$ cat src/rtl/mono_bitmap_stream_decoder_macros.svh
// assertion macros for the monochrome bitmap stream decoder
// each macro expects clk and arst_n in scope
`ifndef MONO_BITMAP_STREAM_DECODER_MACROS_SVH
`define MONO_BITMAP_STREAM_DECODER_MACROS_SVH
`ifndef NO_ASSERTIONS
// expression holds at every clock edge out of reset
`define MBSD_ASSERT_HOLDS(label, expr, msg) \
	label: assert property (@(posedge clk) disable iff (!arst_n) (expr)) else $error(msg);
// antecedent at one edge implies consequent at the next edge
`define MBSD_ASSERT_NEXT(label, ante, cons, msg) \
	label: assert property (@(posedge clk) disable iff (!arst_n) (ante) |=> (cons)) \
		else $error(msg);
`else
`define MBSD_ASSERT_HOLDS(label, expr, msg)
`define MBSD_ASSERT_NEXT(label, ante, cons, msg)
`endif
`endif

$ cat src/rtl/mbsd_pkg.sv
package mbsd_pkg;

	localparam int SIDE_BITS = 12;
	localparam int FIFO_DEPTH = 4;

	localparam logic [SIDE_BITS-1:0] MAX_SIDE_RESET = 12'd4095;

	// header characters
	localparam logic [7:0] CH_FMT_NEW   = 8'h79; // 'y'
	localparam logic [7:0] CH_FMT_OLD16 = 8'h7A; // 'z'
	localparam logic [7:0] CH_FMT_OLD32 = 8'h78; // 'x'
	localparam logic [7:0] CH_MAGIC     = 8'h7A; // 'z'
	localparam logic [7:0] CH_SPACE     = 8'h20; // ' '
	localparam logic [7:0] CH_DEPTH_ONE = 8'h21; // ' ' + 1

	typedef enum logic [1:0] {
		KIND_PIXELS = 2'd0,
		KIND_HEADER = 2'd1,
		KIND_STATUS = 2'd2
	} kind_t;

	typedef enum logic [1:0] {
		ST_OK      = 2'd0,
		ST_TRUNC   = 2'd1,
		ST_INVALID = 2'd2
	} status_t;

	typedef enum logic [1:0] {
		PAD_8  = 2'd0,
		PAD_16 = 2'd1,
		PAD_32 = 2'd2
	} pad_t;

	typedef enum logic [2:0] {
		PH_HEADER = 3'b001,
		PH_PIXELS = 3'b010,
		PH_IGNORE = 3'b100
	} phase_t;

	typedef struct packed {
		kind_t                kind;
		logic [7:0]           pixel_bits;
		logic [3:0]           pixel_count;
		logic [SIDE_BITS-1:0] row_index;
		logic [SIDE_BITS-1:0] column_start;
		logic [SIDE_BITS-1:0] image_width;
		logic [SIDE_BITS-1:0] image_height;
		status_t              status;
		logic                 run_last;
	} result_t;

	// up to two results from one item, first is emitted first
	typedef struct packed {
		logic [1:0] count;
		result_t    first;
		result_t    second;
	} push_t;

endpackage

$ cat src/rtl/mono_bitmap_stream_decoder.sv
// monochrome bitmap stream decoder
// s_axis takes the file one byte per item, tlast on the final byte of the file.
// the header is parsed as it arrives; once it is complete a header item
// (tuser 1) carries width and height, then one pixel item (tuser 0) per image
// byte, row padding bytes dropped, and lastly a status item (tuser 2):
// ok, truncated or invalid. after a status, bytes are swallowed until tlast.
// m_axis tlast marks the last result item caused by one input byte.
// an input byte is registered in the input stage, decoded into a four-entry
// result queue and shown on m_axis from its head. throughput: one byte per
// cycle while the queue has room; a byte giving two results (header or pixels,
// then a status) puts both in the queue. s_axis_tready drops only while the
// queue has fewer than two free entries, so a stalled receiver fills the queue
// and then holds off the sender, with no item lost. max_side is to be written
// through cfg_we/cfg_wdata only while idle; the block does not enforce this.
// reset clears the parser to await a header, empties the queue and sets
// max_side to 4095; no clearing pass is needed.
`include "mono_bitmap_stream_decoder_macros.svh"

module mono_bitmap_stream_decoder #(
	parameter int NEW_HEADER_BYTES = 8,
	parameter int OLD_HEADER_BYTES = 6
) (
	input  logic        clk,
	input  logic        arst_n,
	// input bytes
	input  logic        s_axis_tvalid,
	output logic        s_axis_tready,
	input  logic [7:0]  s_axis_tdata,   // [7:0] data_byte
	input  logic        s_axis_tlast,   // last_byte
	// result items
	output logic        m_axis_tvalid,
	input  logic        m_axis_tready,
	// [7:0] pixel_bits, [11:8] pixel_count, [23:12] row_index,
	// [35:24] column_start, [47:36] image_width, [59:48] image_height,
	// [61:60] status, [63:62] zero
	output logic [63:0] m_axis_tdata,
	output logic [1:0]  m_axis_tuser,   // kind
	output logic        m_axis_tlast,   // run_last
	// configuration
	input  logic        cfg_we,
	input  logic [mbsd_pkg::SIDE_BITS-1:0] cfg_wdata  // max_side
);

	// input register stage
	logic       valid_s1;
	logic [7:0] byte_s1;
	logic       last_s1;

	logic [mbsd_pkg::SIDE_BITS-1:0] max_side_q;

	logic              step;      // the registered byte is decoded this cycle
	logic              room_two;  // queue can take a double result
	mbsd_pkg::push_t   push;
	mbsd_pkg::result_t head;

	assign step = valid_s1 && room_two;
	assign s_axis_tready = !valid_s1 || step;

	always_ff @(posedge clk or negedge arst_n) begin
		if (!arst_n) begin
			valid_s1 <= 1'b0;
		end else if (s_axis_tready) begin
			valid_s1 <= s_axis_tvalid;
		end
	end

	// payload needs no reset
	always_ff @(posedge clk) begin
		if (s_axis_tready && s_axis_tvalid) begin
			byte_s1 <= s_axis_tdata;
			last_s1 <= s_axis_tlast;
		end
	end

	always_ff @(posedge clk or negedge arst_n) begin
		if (!arst_n) begin
			max_side_q <= mbsd_pkg::MAX_SIDE_RESET;
		end else if (cfg_we) begin
			max_side_q <= cfg_wdata;
		end
	end

	mbsd_parser #(
		.NEW_HEADER_BYTES (NEW_HEADER_BYTES),
		.OLD_HEADER_BYTES (OLD_HEADER_BYTES)
	) u_parser (
		.clk       (clk),
		.arst_n    (arst_n),
		.step      (step),
		.data_byte (byte_s1),
		.last_byte (last_s1),
		.max_side  (max_side_q),
		.push      (push)
	);

	mbsd_out_fifo u_out_fifo (
		.clk       (clk),
		.arst_n    (arst_n),
		.push      (push),
		.room_two  (room_two),
		.out_valid (m_axis_tvalid),
		.out_ready (m_axis_tready),
		.out_res   (head)
	);

	// pack the head of the queue onto the output bus
	assign m_axis_tdata = {2'b00, head.status, head.image_height, head.image_width,
		head.column_start, head.row_index, head.pixel_count, head.pixel_bits};
	assign m_axis_tuser = head.kind;
	assign m_axis_tlast = head.run_last;

	// a status always closes the results of its byte
	`MBSD_ASSERT_HOLDS(a_status_is_last,
		!(m_axis_tvalid && m_axis_tuser == mbsd_pkg::KIND_STATUS) || m_axis_tlast,
		"status item without tlast")
	// pixel items carry one to eight pixels
	`MBSD_ASSERT_HOLDS(a_pixel_count_range,
		!(m_axis_tvalid && m_axis_tuser == mbsd_pkg::KIND_PIXELS) ||
		(m_axis_tdata[11:8] != 4'd0 && m_axis_tdata[11:8] <= 4'd8),
		"pixel item with bad pixel count")
	// an accepted byte is held in the input stage
	`MBSD_ASSERT_NEXT(a_accept_loads_s1, s_axis_tvalid && s_axis_tready, valid_s1,
		"accepted byte not registered")

endmodule

$ cat src/rtl/mbsd_parser.sv
module mbsd_parser #(
	parameter int NEW_HEADER_BYTES = 8,
	parameter int OLD_HEADER_BYTES = 6
) (
	input  logic                                clk,
	input  logic                                arst_n,
	input  logic                                step,
	input  logic [7:0]                          data_byte,
	input  logic                                last_byte,
	input  logic [mbsd_pkg::SIDE_BITS-1:0]      max_side,
	output mbsd_pkg::push_t                     push
);

	localparam int HdrMax = (NEW_HEADER_BYTES > OLD_HEADER_BYTES) ?
		NEW_HEADER_BYTES : OLD_HEADER_BYTES;
	localparam int HC_W = $clog2(HdrMax + 1);
	localparam int SB = mbsd_pkg::SIDE_BITS;

	// header byte positions
	localparam int IdxFormat = 0;
	localparam int IdxMagic  = 1;
	localparam int IdxWHi    = 2;
	localparam int IdxWLo    = 3;
	localparam int IdxHHi    = 4;
	localparam int IdxHLo    = 5;
	localparam int IdxDepth  = 6;

	mbsd_pkg::phase_t phase_q, phase_d;
	logic [HC_W-1:0]  hc_q, hc_d;
	logic [7:0]       first_q, first_d;
	mbsd_pkg::pad_t   pad_q, pad_d;
	logic [SB-1:0]    width_q, width_d;
	logic [SB-1:0]    height_q, height_d;
	logic [7:0]       chars_q, chars_d;
	logic [9:0]       rbi_q, rbi_d;
	logic [SB-1:0]    row_q, row_d;

	// two 6-bit characters offset from space, zero when out of range
	function automatic logic [SB-1:0] side_value(input logic [7:0] c0, input logic [7:0] c1);
		logic [14:0] v;
		v = ({7'd0, c0 - mbsd_pkg::CH_SPACE} << 6) + {7'd0, c1 - mbsd_pkg::CH_SPACE};
		if (c0 < mbsd_pkg::CH_SPACE || c1 < mbsd_pkg::CH_SPACE || v > 15'd4095) begin
			return '0;
		end
		return v[SB-1:0];
	endfunction

	function automatic mbsd_pkg::result_t status_res(input mbsd_pkg::status_t st);
		mbsd_pkg::result_t r;
		r = '0;
		r.kind = mbsd_pkg::KIND_STATUS;
		r.status = st;
		r.run_last = 1'b1;
		return r;
	endfunction

	always_comb begin
		logic [HC_W-1:0] hlen;
		logic            magic_bad;
		logic            bad;
		logic [12:0]     col;
		logic [SB-1:0]   rem;
		logic [3:0]      cnt;
		logic [12:0]     w7;
		logic [12:0]     w15;
		logic [12:0]     w31;
		logic [9:0]      rbytes;
		logic [9:0]      rbi_inc;
		logic            pix;
		mbsd_pkg::result_t r;

		phase_d  = phase_q;
		hc_d     = hc_q;
		first_d  = first_q;
		pad_d    = pad_q;
		width_d  = width_q;
		height_d = height_q;
		chars_d  = chars_q;
		rbi_d    = rbi_q;
		row_d    = row_q;
		push     = '0;
		hlen     = '0;
		magic_bad = 1'b0;
		bad      = 1'b0;
		col      = {rbi_q, 3'b000};
		rem      = '0;
		cnt      = '0;
		w7       = {1'b0, width_q} + 13'd7;
		w15      = {1'b0, width_q} + 13'd15;
		w31      = {1'b0, width_q} + 13'd31;
		rbytes   = '0;
		rbi_inc  = rbi_q + 10'd1;
		pix      = 1'b0;
		r        = '0;

		unique case (phase_q)
			mbsd_pkg::PH_IGNORE: begin
				if (last_byte) begin
					phase_d = mbsd_pkg::PH_HEADER;
					hc_d = '0;
				end
			end
			mbsd_pkg::PH_HEADER: begin
				if (hc_q == HC_W'(IdxFormat)) begin
					chars_d = data_byte;
				end else if (hc_q == HC_W'(IdxMagic)) begin
					if (data_byte != mbsd_pkg::CH_MAGIC) begin
						magic_bad = 1'b1;
					end else if (chars_q == mbsd_pkg::CH_FMT_NEW) begin
						pad_d = mbsd_pkg::PAD_8;
					end else if (chars_q == mbsd_pkg::CH_FMT_OLD16) begin
						pad_d = mbsd_pkg::PAD_16;
					end else if (chars_q == mbsd_pkg::CH_FMT_OLD32) begin
						pad_d = mbsd_pkg::PAD_32;
					end else begin
						magic_bad = 1'b1;
					end
				end else if (hc_q == HC_W'(IdxWHi) || hc_q == HC_W'(IdxHHi)) begin
					first_d = data_byte;
				end else if (hc_q == HC_W'(IdxWLo)) begin
					width_d = side_value(first_q, data_byte);
				end else if (hc_q == HC_W'(IdxHLo)) begin
					height_d = side_value(first_q, data_byte);
				end else if (hc_q == HC_W'(IdxDepth) && pad_q == mbsd_pkg::PAD_8) begin
					first_d = data_byte;
				end
				hc_d = hc_q + HC_W'(1);
				hlen = (pad_d == mbsd_pkg::PAD_8) ? HC_W'(NEW_HEADER_BYTES) :
					HC_W'(OLD_HEADER_BYTES);
				bad = width_d == '0 || height_d == '0 ||
					width_d > max_side || height_d > max_side ||
					(pad_d == mbsd_pkg::PAD_8 && first_d != mbsd_pkg::CH_DEPTH_ONE);
				if (magic_bad) begin
					push.count = 2'd1;
					push.first = status_res(mbsd_pkg::ST_INVALID);
				end else if (hc_d >= hlen) begin
					if (bad) begin
						push.count = 2'd1;
						push.first = status_res(mbsd_pkg::ST_INVALID);
					end else begin
						r.kind = mbsd_pkg::KIND_HEADER;
						r.image_width = width_d;
						r.image_height = height_d;
						r.run_last = !last_byte;
						push.count = 2'd1;
						push.first = r;
						phase_d = mbsd_pkg::PH_PIXELS;
						rbi_d = '0;
						row_d = '0;
						if (last_byte) begin
							push.count = 2'd2;
							push.second = status_res(mbsd_pkg::ST_TRUNC);
						end
					end
				end else if (last_byte) begin
					push.count = 2'd1;
					push.first = status_res(mbsd_pkg::ST_TRUNC);
				end
				// a status ends this file
				if (push.count != 2'd0 && (magic_bad || bad || last_byte)) begin
					hc_d = '0;
					if (last_byte) begin
						phase_d = mbsd_pkg::PH_HEADER;
					end else begin
						phase_d = mbsd_pkg::PH_IGNORE;
					end
				end
			end
			mbsd_pkg::PH_PIXELS: begin
				if (col < {1'b0, width_q}) begin
					pix = 1'b1;
					rem = width_q - col[SB-1:0];
					cnt = (rem > SB'(8)) ? 4'd8 : rem[3:0];
					r.kind = mbsd_pkg::KIND_PIXELS;
					r.pixel_bits = data_byte & ~(8'hFF >> cnt);
					r.pixel_count = cnt;
					r.row_index = row_q;
					r.column_start = col[SB-1:0];
				end
				unique case (pad_q)
					mbsd_pkg::PAD_8:  rbytes = w7[12:3];
					mbsd_pkg::PAD_16: rbytes = {w15[12:4], 1'b0};
					default:          rbytes = {w31[12:5], 2'b00};
				endcase
				if (rbi_inc >= rbytes) begin
					rbi_d = '0;
					row_d = row_q + SB'(1);
				end else begin
					rbi_d = rbi_inc;
				end
				if (row_d >= height_q || last_byte) begin
					if (pix) begin
						push.count = 2'd2;
						push.first = r;
						push.second = status_res((row_d >= height_q) ?
							mbsd_pkg::ST_OK : mbsd_pkg::ST_TRUNC);
					end else begin
						push.count = 2'd1;
						push.first = status_res((row_d >= height_q) ?
							mbsd_pkg::ST_OK : mbsd_pkg::ST_TRUNC);
					end
					hc_d = '0;
					if (last_byte) begin
						phase_d = mbsd_pkg::PH_HEADER;
					end else begin
						phase_d = mbsd_pkg::PH_IGNORE;
					end
				end else if (pix) begin
					r.run_last = 1'b1;
					push.count = 2'd1;
					push.first = r;
				end
			end
			default: begin
				phase_d = mbsd_pkg::PH_HEADER;
				hc_d = '0;
			end
		endcase

		if (!step) begin
			push.count = 2'd0;
		end
	end

	always_ff @(posedge clk or negedge arst_n) begin
		if (!arst_n) begin
			phase_q  <= mbsd_pkg::PH_HEADER;
			hc_q     <= '0;
			first_q  <= '0;
			pad_q    <= mbsd_pkg::PAD_8;
			width_q  <= '0;
			height_q <= '0;
			chars_q  <= '0;
			rbi_q    <= '0;
			row_q    <= '0;
		end else if (step) begin
			phase_q  <= phase_d;
			hc_q     <= hc_d;
			first_q  <= first_d;
			pad_q    <= pad_d;
			width_q  <= width_d;
			height_q <= height_d;
			chars_q  <= chars_d;
			rbi_q    <= rbi_d;
			row_q    <= row_d;
		end
	end

endmodule

$ cat src/rtl/mbsd_out_fifo.sv
module mbsd_out_fifo (
	input  logic              clk,
	input  logic              arst_n,
	input  mbsd_pkg::push_t   push,
	output logic              room_two,
	output logic              out_valid,
	input  logic              out_ready,
	output mbsd_pkg::result_t out_res
);

	localparam int Depth = mbsd_pkg::FIFO_DEPTH;
	localparam int PTR_W = $clog2(Depth);

	mbsd_pkg::result_t  mem_q [Depth];
	logic [PTR_W-1:0]   wr_q;
	logic [PTR_W-1:0]   rd_q;
	logic [PTR_W:0]     cnt_q;
	logic               pop;

	assign out_valid = cnt_q != '0;
	assign out_res   = mem_q[rd_q];
	assign pop       = out_valid && out_ready;
	assign room_two  = cnt_q <= (PTR_W+1)'(Depth - 2);

	always_ff @(posedge clk) begin
		if (push.count != 2'd0) begin
			mem_q[wr_q] <= push.first;
		end
		if (push.count == 2'd2) begin
			mem_q[wr_q + PTR_W'(1)] <= push.second;
		end
	end

	always_ff @(posedge clk or negedge arst_n) begin
		if (!arst_n) begin
			wr_q  <= '0;
			rd_q  <= '0;
			cnt_q <= '0;
		end else begin
			wr_q  <= wr_q + PTR_W'(push.count);
			rd_q  <= rd_q + PTR_W'(pop);
			cnt_q <= cnt_q + (PTR_W+1)'(push.count) - (PTR_W+1)'(pop);
		end
	end

endmodule
$ cat config.mk
export PLATFORM = sky130hd
export DESIGN_NAME = mono_bitmap_stream_decoder
export DESIGN_NICKNAME = d
export VERILOG_FILES = /design/src/rtl/mbsd_pkg.sv /design/src/rtl/mono_bitmap_stream_decoder.sv /design/src/rtl/mbsd_parser.sv /design/src/rtl/mbsd_out_fifo.sv
export VERILOG_INCLUDE_DIRS = /design/src /design/src/rtl
export SDC_FILE = /design/constraint.sdc
export NUM_CORES = 1
export LEC_CHECK = 0
export CORE_MARGIN = 2
export CORE_UTILIZATION = 65
export CTS_BUF_LIST = sky130_fd_sc_hd__clkbuf_4 sky130_fd_sc_hd__clkbuf_8 sky130_fd_sc_hd__clkbuf_16
export DETAILED_ROUTE_END_ITERATION = 8
export DONT_BUFFER_PORTS = 1
export PLACE_DENSITY_LB_ADDON = 0.08
export SLEW_MARGIN = 20
export SYNTH_ARGS = -nofsm -noshare
export SYNTH_HDL_FRONTEND = slang
export SYNTH_HIERARCHICAL = 1
export SYNTH_SLANG_ARGS = --single-unit
$ cat constraint.sdc
create_clock -name clk -period 14.75 [get_ports clk]
set_input_delay 3.6875 -clock clk [delete_from_list [all_inputs] [get_ports clk]]
set_output_delay 3.6875 -clock clk [all_outputs]
set_load 0.02 [all_outputs]
==> flow_metrics.py <==
metrics = {
    "placed_design": {
        "place_ws_ns": 6.58,
        "post-dp-hpwl_mm": 30.8,
        "io_buffers": 0,
        "gp_congestion": 0.928,
    },
    "floorplan": {
        "die_area_um2": 34200,
        "coreArea_um2": 32400,
        "io_pins": 95,
        "die_x_um": 185,
        "start_util": 0.658,
        "num_rows": 66,
        "fp.dieH_um": 185,
    },
    "critical_path": {
        "cp-start-kind": "flop",
        "path_max_fanout": 53,
        "r2r_start": "byte_s1[5]$_DFFE_PP_",
        "startpoint": "byte_s1[5]$_DFFE_PP_",
        "crit_type": "reg2reg",
        "worstPathArrival_ns": 8.50,
        "cpPeakStageDelay_ns": 0.82,
        "crit_chain": "inv_1 > ha_1 > inv_1 > ha_1 > inv_1 > fa_1 > nor3_1 > xor2_1 > a21oi_1 > nor3_1 > a21oi_1 > inv_1 > ha_1 > a21o_1 > a21o_1 > a21oi_1 > nand2_1 > o21ai_0 > nand4b_4 > o31ai_1 > and2_1 > nor4b_4 > buf_4 > mux2_2",
        "required_ns": 15.03,
        "slowest_stage": "nor4b_4",
        "cp.buffers_inverters": 5,
        "endpoint_kind": "flop",
        "path_common_cell": "inv_1",
        "critical-path-top-delay-family": "compound AO/OA/AOI/OAI gates",
    },
    "global_routing": {
        "grt_use_total": 0.283,
        "grt_pass1_wl_mm": 72.8,
        "grt_pass1_vias": 12700,
        "grt-ovfl-total": 0,
        "grt_max_degree": 92,
        "antenna_found_initial": 0,
    },
    "yosys": {
        "synth-edff-count": 269,
        "ys_ff_latch": 360,
        "syn_area_um2": 21300,
        "synthArstFlopShare": 0.253,
        "yosys_warnings": 6,
        "syn-instance-count": 1615,
        "ys_types": 78,
        "synth_flop_cell": "edfxtp_1",
        "post_synth.cell_area_avg_um2": 13.2,
        "seq_area_frac_synth": 0.487,
    },
    "timing": {
        "setup_viol_count_final": 0,
        "skew_ns": 0.0111,
        "period_share": 0.558,
        "finalMaxSlewViolations": 0,
        "rsz0062_at_grt": "false",
        "hold_violations": 0,
        "max-slew-margin-rel": 0.252,
        "worst_pin_slew_ns": 1.12,
        "fin_crit_ns": 8.23,
        "timing.fmax_mhz": 122,
        "fin_tns_setup_ns": 0,
        "finalWorstSetupSlack_ns": 6.52,
    },
    "drt": {
        "ant_nets": 0,
        "drtIter0Drc": 1072,
        "drc_errors": 0,
        "first_pass_iters": 5,
        "num_vias": 12700,
        "via_per_inst": 6.15,
        "post_drt_wl_per_cell_um": 22.8,
        "drt_wl_total_mm": 47.0,
    },
    "cts": {
        "cts_tree": "built",
        "root_buffer": "clkbuf_16",
        "h-tree-depth": 2,
        "worstSkewPairLatency_ns": 0.54,
        "cts_resized": 0,
        "cts_made_buffers": 38,
        "cts_max_path_buffers": 3,
        "clk_pin_slew_ns": 0.06,
        "post-cts-setup-buffer-count": 0,
        "ctsHoldBuffers": 0,
        "clock-sinks": 360,
    },
    "finish": {
        "seq_area_um2": 10400,
        "fillers": 2333,
        "drive_gt1_frac": 0.285,
        "diodes": 0,
        "area_growth_pct": 5.52,
        "multi_input_area_um2": 9830,
        "layout.nets": 1697,
        "final_cell_mix": "269 x edfxtp_1, 186 x mux2_2, 99 x mux2_4, 94 x inv_1, 83 x nand2_1",
        "final_common_cell": "edfxtp_1",
        "post-route-util": 0.694,
    },
    "power_and_ir_drop": {
        "leakagePower_nw": 8.88,
        "finalPower_w": 0.00342,
        "p_per_area_nw_per_um2": 152,
        "ir_worst_vdd_uv": 136,
    },
    "worst_hold_path": {
        "worstHoldStart": "u_parser/chars_q[5]$_DFFE_PN0P_",
        "min_path_type": "reg2reg",
    },
    "flow_run": {
        "cap_violations": 0,
    },
    "status": {
        "status": "finished clean",
    },
}
## logic make-up after synthesis
kind of cell,count (synthesis),synth area share
other,2,0.000353
buffers and inverters,241,0.0650
adders and majority gates,84,0.0503
DFF,360,0.487
AOI/OAI and AO/OA,209,0.0632
muxes,355,0.239
and+or+nand+nor,324,0.0781
xor gates and xnor gates,40,0.0165
## stage by stage
step / hold slack [ns] / instance area (um2) / std cells
3_3_place_gp: 0.479 / 21200 / 1990
6_report: 0.486 / 22500 / 2060
5_1_grt: 0.513 / 22500 / 2060
2_1_floorplan: 0.450 / 21500 / 1680
3_5_place_dp: 0.473 / 21200 / 1990
4_1_cts: 0.487 / 22500 / 2060
## state kept, by name, summed over array words and instances, names as in the netlist, 4 cells and up
name	cells
u_parser/row_q	12
u_parser/hc_q	4
byte_s1	8
u_parser/chars_q	8
max_side_q	12
u_out_fifo/mem_q	260
u_parser/first_q	8
u_parser/rbi_q	10
u_parser/height_q	12
u_parser/width_q	12
## power by group
part           internal [W]  total, W  switching [W]
sequential          0.00127   0.00140       0.000134
combinational      0.000398   0.00108       0.000684
clock              0.000555  0.000937       0.000382
## Yosys cell counts (25+ instances only)
library cell	number	area (um2)
mux2_2	186	2090
edfxtp_1	269	8080
xnor2_1	31	272
nor2_1	70	263
a21oi_1	56	280
nand2_1	83	312
ha_1	80	1000
dfrtp_1	78	1950
inv_1	94	353
buf_4	73	548
and2_1	26	163
o21ai_0	62	310
mux4_2	65	1460
nor3_1	33	165
mux2_4	99	1490
clkbuf_1	30	113
buf_6	25	282
## worst paths after layout
| kind | end | slack (ns) | cells after the start |
|---|---|---|---|
| worst max-delay path | u_out_fifo/mem_q[1][26]$_DFFE_PP_ | 6.52 | 24 |
| worst min-delay path | u_parser/chars_q[5]$_DFFE_PN0P_ | 0.49 | 2 |
| worst max register to register | u_out_fifo/mem_q[1][26]$_DFFE_PP_ | 6.52 | 24 |
| worst min register to register | u_parser/chars_q[5]$_DFFE_PN0P_ | 0.49 | 2 |
| max in group asynchronous | u_parser/phase_q[0]$_DFFE_PN1P_ | 11.66 | 0 |
| min in group asynchronous | u_parser/chars_q[6]$_DFFE_PN0P_ | 2.86 | 0 |
## cell type report
class | count | area share
Inverter | 95 | 0.0159
Clock buffer | 58 | 0.0528
Timing Repair Buffer | 14 | 0.00468
Multi-Input combinational cell | 1079 | 0.437
Clock inverter | 12 | 0.00256
Tap cell | 442 | 0.0246
Sequential cell | 360 | 0.462
## routing by layer
metal | track usage | share of wire
met4 | 0.101 | 0.029
met3 | 0.0427 | 0.054
met2 | 0.466 | 0.48
met1 | 0.384 | 0.44
met5 | 0 | 0
## worst register-to-register path, stage by stage (launching register included)
cell and delay (ns):
edfxtp_1 0.49, inv_1 0.12, ha_1 0.30, inv_1 0.06, ha_1 0.15, inv_1 0.05, fa_1 0.43, nor3_1 0.23
xor2_1 0.11, a21oi_1 0.60, nor3_1 0.16, a21oi_1 0.29, inv_1 0.09, ha_1 0.30, a21o_1 0.16, a21o_1 0.17
a21oi_1 0.19, nand2_1 0.07, o21ai_0 0.48, nand4b_4 0.26, o31ai_1 0.74, and2_1 0.40, nor4b_4 0.82, buf_4 0.82
mux2_2 0.49
Power figures use the tool's default switching activity.
